### src/rtl/rmer_pkg.sv
// Shared codes and types for the rotated midpoint ellipse rasterizer.
package rmer_pkg;

  // Input word kinds, carried on tuser
  localparam logic OP_START = 1'b0;
  localparam logic OP_STEP  = 1'b1;

  // Configuration register indexes
  localparam logic REG_SIN = 1'b0;
  localparam logic REG_COS = 1'b1;

  // Operand negation flags for one rounded placement
  typedef struct packed {
    logic neg_a;
    logic neg_b;
  } rmer_sign_t;

endpackage

### src/rtl/rmer_place.sv
// Rotated coordinate placement: add centre and a half, truncate toward zero, saturate.
module rmer_place #(
  parameter int COORD_BITS = 11,
  parameter int FRAC_BITS  = 14,
  parameter int IN_BITS    = 28
) (
  input  logic [COORD_BITS-1:0]        centre_i,
  input  logic signed [IN_BITS-1:0]    a_i,
  input  logic signed [IN_BITS-1:0]    b_i,
  input  rmer_pkg::rmer_sign_t         sign_i,
  output logic signed [COORD_BITS+2:0] coord_o
);
  import rmer_pkg::*;

  localparam int VW = IN_BITS + 3;
  localparam int OW = COORD_BITS + 3;

  logic signed [VW-1:0] a_ext, b_ext, ctr_ext, v, mag, r;
  logic signed [VW-1:0] lo, hi;

  // Sum the two products with the scaled centre and the rounding half; truncate and saturate
  always_comb begin
    a_ext   = sign_i.neg_a ? -VW'(a_i) : VW'(a_i);
    b_ext   = sign_i.neg_b ? -VW'(b_i) : VW'(b_i);
    ctr_ext = VW'(signed'({1'b0, centre_i})) <<< FRAC_BITS;
    v       = a_ext + b_ext + ctr_ext + (VW'(1) <<< (FRAC_BITS - 1));
    mag     = v[VW-1] ? -v : v;
    r       = v[VW-1] ? -(mag >>> FRAC_BITS) : (v >>> FRAC_BITS);
    lo      = -(VW'(1) <<< (OW - 1));
    hi      = (VW'(1) <<< (OW - 1)) - VW'(1);
    if (r < lo) begin
      coord_o = OW'(lo);
    end else if (r > hi) begin
      coord_o = OW'(hi);
    end else begin
      coord_o = OW'(r);
    end
  end

endmodule

### config.mk
export PLATFORM = sky130hd
export DESIGN_NAME = rmer_place
export DESIGN_NICKNAME = d
export VERILOG_FILES = /design/src/rtl/rmer_pkg.sv /design/src/rtl/rmer_place.sv
export SDC_FILE = /design/constraint.sdc
export NUM_CORES = 1
export LEC_CHECK = 0
export ABC_AREA = 1
export BUFFER_PORTS_ARGS = -buffer_cell sky130_fd_sc_hd__buf_2
export CAP_MARGIN = 20
export CORE_MARGIN = 2
export CORE_UTILIZATION = 55
export DETAILED_ROUTE_END_ITERATION = 16
export GPL_TIMING_DRIVEN = 0
export PLACE_DENSITY = 0.79
export SYNTH_ARGS = -nofsm -noshare
export SYNTH_HDL_FRONTEND = slang
export SYNTH_SLANG_ARGS = --single-unit
### constraint.sdc
create_clock -name vclk -period 24.7
set_clock_uncertainty 0.15 [all_clocks]
set_input_delay 7.41 -clock vclk [all_inputs]
set_output_delay 7.41 -clock vclk [all_outputs]
set_load 0.005 [all_outputs]
======== Yosys cells after proc, flatten, opt, wreduce, memory -nomap -nowiden ========
Index checks and enable logic that the tools add are counted.
operators by class
  add/subtract/negate cells ............... 7
  order comparisons ....................... 2
  mux-type cells .......................... 6
operator list
  operator                                                                            number
  31-bit two-way mux                                                                  4
  28-bit negation with 31-bit output                                                  2
  31-bit by 15-bit adder with 31-bit output (second input constant)                   1
  31-bit by 26-bit adder with 31-bit output                                           1
  31-bit adder                                                                        1
  31-bit by 14-bit greater-than comparator with 1-bit output (second input constant)  1
  31-bit by 14-bit < comparator with 1-bit output (second input constant)             1
  17-bit negation with 31-bit output                                                  1
  31-bit negation                                                                     1
  14-bit two-way mux                                                                  2
word-level totals
  register bits ........................... 0
  logic and storage cells ................. 15

======== Logic depth before layout (Yosys ltp) ========
Gate-level depths: netlist of run 1.
  depth after elaboration ................. 12
  gate-level depth with buffers ........... 45
  depth with buffers taken out ............ 44

======== Worst setup path before layout of run 1 ========
Ideal clock, no wire load.
  path type ............................... input port to output port
  start point ............................. in a_i[1]
  end point ............................... out coord_o[10]
  arrival ................................. 12.333 ns
  data required time ...................... 17.140 ns
  path slack .............................. 4.807 ns
  cell stages on the path ................. 44
  path buffers ............................ 1
  cell sequence ........................... nor3_1 nand2_1 nor2_1 nand3_1 nor3_1 inv_1 nor3_1 nand2_1 nor2_1 nand2_1 nor2_1 nand2_1 nand2_1 xor2_1 inv_1 fa_1 inv_1 ha_1 [8 not listed] nand3_2 nand2_4 inv_2 nand2_1 nand2_1 ha_1 nand3_2 clkinv_1 nand4_2 nor2_4 nand2_2 nand2_4 nand2_2 nand2_1 nor2_2 nor2_2 buf_6 a21oi_2
between the ends
  word-level cells in the longest chain between the ends .. 12
ends and longest elaborated chain
  what                                                        line              source
  start: declaration                                          rmer_place.sv:8   input logic signed [IN_BITS-1:0] a_i,
  28-bit negation with 31-bit output                          rmer_place.sv:23  a_ext = sign_i.neg_a ? -VW'(a_i) : VW'(a_i);
  31-bit two-way mux (*)                                      rmer_place.sv:23
  31-bit adder (*)                                            rmer_place.sv:26  v = a_ext + b_ext + ctr_ext + (VW'(1) <<< (FRAC_BITS - 1));
  31-bit by 26-bit adder with 31-bit output (*)               rmer_place.sv:26
  31-bit by 15-bit adder with 31-bit output (*)               rmer_place.sv:26
  31-bit negation                                             rmer_place.sv:27  mag = v[VW-1] ? -v : v;
  31-bit two-way mux                                          rmer_place.sv:27
  17-bit negation with 31-bit output                          rmer_place.sv:28  r = v[VW-1] ? -(mag >>> FRAC_BITS) : (v >>> FRAC_BITS);
  31-bit two-way mux (*)                                      rmer_place.sv:28
  31-bit by 14-bit greater-than comparator with 1-bit output  rmer_place.sv:33  end else if (r > hi) begin
  14-bit two-way mux                                          rmer_place.sv:33
  14-bit two-way mux (*)                                      rmer_place.sv:31  if (r < lo) begin
  end: declaration                                            rmer_place.sv:11  output logic signed [COORD_BITS+2:0] coord_o
Mark *: on every way between the ends. The rest lies on a longest branch, timed or not.

======== Worst setup path after layout of run 1 ========
  start point ............................. in a_i[2]
  end point ............................... out coord_o[9]
The elaborated chain is that of the path after synthesis.

==> metrics.cfg, run 1 <==
[critical_path]
criticalPathCategory=in2out
cp_max_fo=10
required_ns=17.14
end_kind=primary output
startpoint_type=primary input
worstPathArrival_ns=13.51
crit_top_cell=nand2_1
crit_buf_inv=8
cp_slowest_stage_delay_ns=0.50
cp-startpoint=a_i[2]
cp_slowest_cell=fa_1
crit_family=simple AND/OR/NAND/NOR gates

[floorplanning]
die_h_um=107.2
dieArea_um2=11490
num_rows=37
core_area_um2=10320
start_util=0.5673
die_w_um=107.2
io_pins=83

[finish]
fin_nets=1321
final_cells=1323
clockBufferCount=0
finish.utilization=0.6240
ff_latch_area_um2=0
syn_to_final_growth_pct=9.998
seq_cells=0
diodes=0
drive_gt1_frac=0.1735
fillCellCount=1103

[yosys]
syn_area_um2=5857
syn_nets=1236
synthCells=1104
synth_warnings=0
ys_types=40
yosys.area.top_type=nand2_1
synth_area_leaders=nand2_1, inv_1, ha_1
synthTopCellsByCount=nand2_1, inv_1, nor2_1, nand3_1, ha_1
synth_top_area_frac=0.2365
syn_avg_cell_area_um2=5.305
synth_seq_area_share=0
synth_most_common_cell=nand2_1

[detailed_routing]
post_drt_wl_per_cell_um=11.23
antenna_left=0
drtIter0Drc=312
viasPerCell=4.957
vias=6558
drc=0
drtPass1Iterations=5
drt-total-wl_um=14860

[placement]
place_inst=1323
portBuffers=83
gp_congestion=0.8902
hpwl_um=13560

[min_path]
hold_class=in2out
worstHoldStart=centre_i[0]

[global_route]
grt_first_pass_wirelength_um=25270
grt_start_max_net_pins=11
grt_pass1_vias=5895
antenna_found_initial=0
grt.overflow.total=0
grt_usage=0.2620

[clocking]
post_cts_resized=0
hold_buffers=0
postCtsSetupRepairBufs=0

[power]
combPwrFrac=1.000
p_clk_frac=0
sw_frac_of_total=0.6482
p_seq_frac=0
power.switching_mw=0.2803
power_density_nw_per_um2=67.11
p_int_mw=0.1521
peakVddDrop_mv=0.04339
p_leak_nw=3.706

[timing]
max_freq_mhz=47.47
setup_violations=0
hold_viol_final=0
post-route-period-util=0.8529
finalSetupTns_ns=0
max_slew_margin=0.6817
post-route-min-period_ns=21.07
worst_slew_pin_slew_ns=0.4774
rsz0062_at_grt=false
drv_slew=0

[run]
cap_violations=0

[outcome]
status=finished clean

[logic make-up after synthesis]
group,synth area share
AO/OA/AOI/OAI,0.07733
buffers and inverters,0.1521
XOR/XNOR,0.09720
AND/OR/NAND/NOR,0.5234
adder cells (fa/ha/maj),0.1500
[layout by cell type (no fill, tap or decap), types with 24 or more instances in the layout]
cell type / synthesis / final
ha_1: 51 / 51
xor2_1: 47 / 47
nor2_1: 95 / 95
o21ai_0: 25 / 25
buf_2: 1 / 84
nand2_1: 369 / 369
inv_1: 186 / 186
a21oi_1: 24 / 24
nand3_1: 77 / 77
nand4_1: 26 / 26
nand2_2: 37 / 37
[final timing paths]
kind                         end  slack (ns)  cells after the start
worst max-delay path  coord_o[9]        3.63                     44
worst min-delay path  coord_o[1]       15.69                      9
[cell type report]
| type | count | area, µm² | area share |
|---|---|---|---|
| plain buffers | 12 | 80.08 | 0.01243 |
| inverters | 216 | 810.8 | 0.1258 |
| repair buffers | 83 | 415.4 | 0.06448 |
| multi-input cells | 876 | 4966 | 0.7708 |
| well taps | 136 | 170.2 | 0.02641 |
[power groups by stage]
stage	logic [mW]	clock network (mW)	registers, mW
after floorplan	0.339	0	0
after CTS	0.431	0	0
after detailed placement	0.429	0	0
after global routing	0.491	0	0
after global placement	0.421	0	0
final	0.432	0	0
[metrics by stage]
stage	setup WS [ns]	power (mW)	hold WS, ns	cell area [µm²]
CTS	3.645	0.4307	15.69	6442
global placement	3.788	0.4209	15.68	6442
global route	2.875	0.4909	15.78	6442
floorplan	4.807	0.3386	15.33	5857
finish	3.633	0.4323	15.69	6442
detailed placement	3.652	0.4289	15.68	6442
[routing by layer]
metal / track usage / part of all wire / vias to the layer above
li1: - / - / 3574
met1: 0.3402 / 0.47 / 2797
met2: 0.4842 / 0.47 / 166
met3: 0.004255 / 0.034 / 21
met4: 0.05288 / 0.023 / 0
met5: 0 / 0 / -
Power figures use the tool's default switching activity.
==> inputs of run 2 (changes only) <==
Settings changed: PLACE_DENSITY 0.79 to 0.82, SLEW_MARGIN from default to 5.
Clock period 24.7 ns to 17.2 ns, I/O delays scaled along.
==> run 2 against run 1 <==
Against the previous run:
- worst setup slack worse by 2.9 ns
- cell count stayed put
- non-clock buffer count is the same
- final area is essentially flat
- highest routed layer unchanged
- utilization is essentially flat
- critical path type unchanged
- critical path depth grew 2
==> metrics.cfg, run 2 (same netlist as run 1, synthesis figures left out) <==
[timing]
drv_slew=0  ; unchanged
setup_violations=0  ; unchanged
hold_viol_final=0  ; unchanged
setup_ws_ns=0.7105  ; was 3.633 ns
post-route-min-period_ns=16.49
max_slew_margin=0.6903  ; was 0.6817
post-route-period-util=0.9587
finalSetupTns_ns=0  ; unchanged
rsz0062_at_grt=false  ; unchanged
max_freq_mhz=60.64
worst_slew_pin_slew_ns=0.4646  ; was 0.4774 ns

[placement]
place_ws_ns=0.6746  ; was 3.652 ns
place_inst=1323  ; unchanged
gp_congestion=0.8957  ; was 0.8902
portBuffers=83  ; unchanged
hpwl_um=13290  ; was 13560 µm
place_area_um2=6442  ; unchanged

[min_path]
hold_class=in2out  ; unchanged

[finish]
fin_nets=1321  ; unchanged
ff_latch_area_um2=0  ; unchanged
diodes=0  ; unchanged
drive_gt1_frac=0.1752  ; was 0.1735
seq_cells=0  ; unchanged
syn_to_final_growth_pct=10.08  ; was 9.998%
fin_area_um2=6447  ; was 6442 µm²
layout_commonest_cell=nand2_1  ; unchanged
final_cells=1323  ; unchanged
final_cell_mix=nand2_1, inv_1, nor2_1  ; unchanged
clockBufferCount=0  ; unchanged
finish.utilization=0.6245  ; was 0.6240

[critical_path]
worstPathArrival_ns=11.18  ; was 13.51 ns
crit_top_cell=nand2_1  ; unchanged
required_ns=11.89  ; was 17.14 ns
startpoint_type=primary input  ; unchanged
cp_slowest_cell=fa_1  ; unchanged
criticalPathCategory=in2out  ; unchanged
cp_max_fo=10  ; unchanged
end_kind=primary output  ; unchanged
cp_slowest_stage_delay_ns=0.50  ; about the same

[floorplanning]
io_pins=83  ; unchanged
num_rows=37  ; unchanged
dieArea_um2=11490  ; unchanged
start_util=0.5673  ; unchanged
die_h_um=107.2  ; unchanged
core_area_um2=10320  ; unchanged
die_w_um=107.2  ; unchanged

[power]
power_density_nw_per_um2=95.90  ; was 67.11 nW/µm²
p_leak_nw=3.705  ; was 3.706 nW
peakVddDrop_mv=0.06101  ; was 0.04339 mV

[detailed_routing]
post_drt_wl_per_cell_um=11.03  ; was 11.23 µm
viasPerCell=4.977  ; was 4.957
drc=0  ; unchanged
drtPass1Iterations=5  ; unchanged
drt-total-wl_um=14590  ; was 14860 µm
vias=6585  ; was 6558
antenna_left=0  ; unchanged
drtIter0Drc=353  ; was 312

[global_route]
grt_usage=0.2580  ; was 0.2620
grt_first_pass_wirelength_um=24890  ; was 25270 µm
antenna_found_initial=0  ; unchanged
grt.overflow.total=0  ; unchanged
grt_start_max_net_pins=11  ; unchanged
grt_pass1_vias=5861  ; was 5895

[clocking]
post_cts_resized=0  ; unchanged
postCtsSetupRepairBufs=0  ; unchanged
hold_buffers=0  ; unchanged

[outcome]
status=finished clean  ; unchanged

[run]
cap_violations=0  ; unchanged

## run 2: power breakdown
group          internal (mW)  leakage, nW  switching [mW]
clock                      0            0               0
combinational          0.218         3.71           0.400
sequential                 0            0               0
total                  0.218         3.71           0.400
## run 2: final timing paths
kind / from / to / slack, ns / cells after the start
worst max-delay path: a_i[2] / coord_o[7] / 0.71 / 46
worst min-delay path: centre_i[0] / coord_o[1] / 11.19 / 9
## run 2: worst max-delay path: cells and delay by family
family | cells | cell delay, ns
buffers and inverters | 9 | 0.93
xor gates and xnor gates | 1 | 0.17
and+or+nand+nor | 30 | 3.41
AOI/OAI and AO/OA | 3 | 0.41
adders and majority gates | 3 | 1.05
## run 2: final cells by class
type / count / area, µm²
fill: 1051 / 3876
inverter: 216 / 810.8
tap: 136 / 170.2
multi-input combinational: 876 / 4971
buffer: 12 / 80.08
timing repair buffer: 83 / 415.4
## run 2: routing by layer
| layer | up-vias | routed length [µm] | GRT usage |
|---|---|---|---|
| met5 | - | 0 | 0 |
| met4 | 0 | 385 | 0.06494 |
| met2 | 155 | 6807 | 0.4675 |
| met3 | 24 | 448 | 0.001824 |
| li1 | 3575 | - | - |
| met1 | 2831 | 6949 | 0.3391 |
## run 2: stage by stage
stage,power [mW],hold WS [ns]
6_report,0.6183,11.19
5_1_grt,0.7040,11.30
4_1_cts,0.6164,11.20
3_5_place_dp,0.6144,11.19
3_3_place_gp,0.6029,11.18
2_1_floorplan,0.4862,10.83
==> inputs of run 3 (changes only) <==
Settings changed: CORE_MARGIN 2 to default.
==> run 3 against run 2 <==
Against the previous run:
- die area is 3.7% lower
- worst hold slack got worse by 0.0065 ns
- combinational power about the same
- total power rose by 0.50%
- worst setup slack better by 0.059 ns
- fmax up 0.36%
- cell count did not move
- via count rose by 0.36%
- global-route usage increased by 1.3 points
- non-clock buffer count unchanged
- utilization is 0.061 points higher
- largest power group unchanged
==> metrics.cfg, run 3 (same netlist as run 1, synthesis figures left out) <==
[outcome]
status=finished clean  ; unchanged

[timing]
post-route-min-period_ns=16.43  ; was 16.49 ns
drv_slew=0  ; unchanged
setup_ws_ns=0.7693  ; was 0.7105 ns
worst_slew_pin_slew_ns=0.4864  ; was 0.4646 ns
rsz0062_at_grt=false  ; unchanged
finalSetupTns_ns=0  ; unchanged
max_slew_margin=0.6757  ; was 0.6903
hold_viol_final=0  ; unchanged
post-route-period-util=0.9553  ; was 0.9587
max_freq_mhz=60.86  ; was 60.64 MHz
setup_violations=0  ; unchanged

[floorplanning]
start_util=0.5673  ; unchanged
io_pins=83  ; unchanged
dieArea_um2=11070  ; was 11490 µm²
die_w_um=105.2  ; was 107.2 µm
num_rows=37  ; unchanged
core_area_um2=10320  ; unchanged
die_h_um=105.2  ; was 107.2 µm

[power]
peakVddDrop_mv=0.06158  ; was 0.06101 mV
p_leak_nw=3.705  ; about the same
power_density_nw_per_um2=96.28  ; was 95.90 nW/µm²
totalPowerFinal_mw=0.6214  ; was 0.6183 mW

[placement]
portBuffers=83  ; unchanged
hpwl_um=13270  ; was 13290 µm
gp_congestion=0.8772  ; was 0.8957
place_ws_ns=0.6788  ; was 0.6746 ns
place_area_um2=6442  ; unchanged

[detailed_routing]
post_drt_wl_per_cell_um=11.01  ; was 11.03 µm
vias=6609  ; was 6585
antenna_left=0  ; unchanged
drt-total-wl_um=14560  ; was 14590 µm
drtIter0Drc=292  ; was 353
viasPerCell=4.995  ; was 4.977
drtPass1Iterations=4  ; was 5
drc=0  ; unchanged

[finish]
ff_latch_area_um2=0  ; unchanged
fin_area_um2=6454  ; was 6447 µm²
clockBufferCount=0  ; unchanged
fin_nets=1321  ; unchanged
final_cell_mix=nand2_1, inv_1, nor2_1  ; unchanged
diodes=0  ; unchanged
seq_cells=0  ; unchanged
drive_gt1_frac=0.1769  ; was 0.1752
layout_commonest_cell=nand2_1  ; unchanged
multi_input_area_um2=4977  ; was 4971 µm²
fillCellCount=1076  ; was 1051
syn_to_final_growth_pct=10.19  ; was 10.08%

[global_route]
grt_usage=0.2713  ; was 0.2580
antenna_found_initial=0  ; unchanged
grt_pass1_vias=6015  ; was 5861
grt_start_max_net_pins=11  ; unchanged
grt_first_pass_wirelength_um=25310  ; was 24890 µm
grt.overflow.total=0  ; unchanged

[critical_path]
crit_top_cell=nand2_1  ; unchanged
required_ns=11.89  ; about the same
end_kind=primary output  ; unchanged
cp-startpoint=a_i[2]  ; unchanged
worstPathArrival_ns=11.12  ; was 11.18 ns
cp_slowest_stage_delay_ns=0.51  ; was 0.50 ns
cp_slowest_cell=fa_1  ; unchanged
criticalPathCategory=in2out  ; unchanged
cp_max_fo=10  ; unchanged
startpoint_type=primary input  ; unchanged

[min_path]
hold_class=in2out  ; unchanged
worstHoldStart=centre_i[0]  ; unchanged
holdPathStages=9  ; unchanged

[clocking]
hold_buffers=0  ; unchanged
post_cts_resized=0  ; unchanged
postCtsSetupRepairBufs=0  ; unchanged

[run]
cap_violations=0  ; unchanged

run 3: cell counts in the layout (fill, tap and decap cells not counted):
Identical to the previous run, type by type.
run 3: path summary, 6_finish.rpt:
check	endpoint
hold / removal	coord_o[1]
setup / recovery	coord_o[8]
run 3: metrics by stage:
step                      hold slack [ns]  std cells  utilization
after floorplan                     10.83       1104            -
after global placement              11.18       1323       0.6240
after detailed placement            11.19       1323       0.6240
after CTS                           11.19       1323       0.6240
after global routing                11.29       1323       0.6251
final                               11.19       1323       0.6251
run 3: layout make-up:
| cell class | instances | area share |
|---|---|---|
| multi-input combinational | 876 | 0.7712 |
| inverter | 216 | 0.1256 |
| timing repair buffer | 83 | 0.06437 |
| tap | 136 | 0.02637 |
| buffer | 12 | 0.01241 |
run 3: metal layers:
metal,wire length [µm],vias to the layer above,GRT usage
met5,0,-,0
met4,403,0,0.07042
met3,505,27,0.002495
met2,6840,175,0.5014
met1,6813,2819,0.3458
li1,-,3588,-
run 3: worst max-delay path: cells and delay by family:
family | cells | cell delay, ns
adder cells (fa/ha/maj) | 3 | 1.06
XOR/XNOR | 1 | 0.15
buffers and inverters | 9 | 0.95
AND/OR/NAND/NOR | 30 | 3.44
AO/OA/AOI/OAI | 3 | 0.38
run 3: power breakdown:
part | total [mW] | internal [mW] | switching [mW]
clock network | 0 | 0 | 0
logic | 0.621 | 0.219 | 0.403
registers | 0 | 0 | 0
total | 0.621 | 0.219 | 0.403
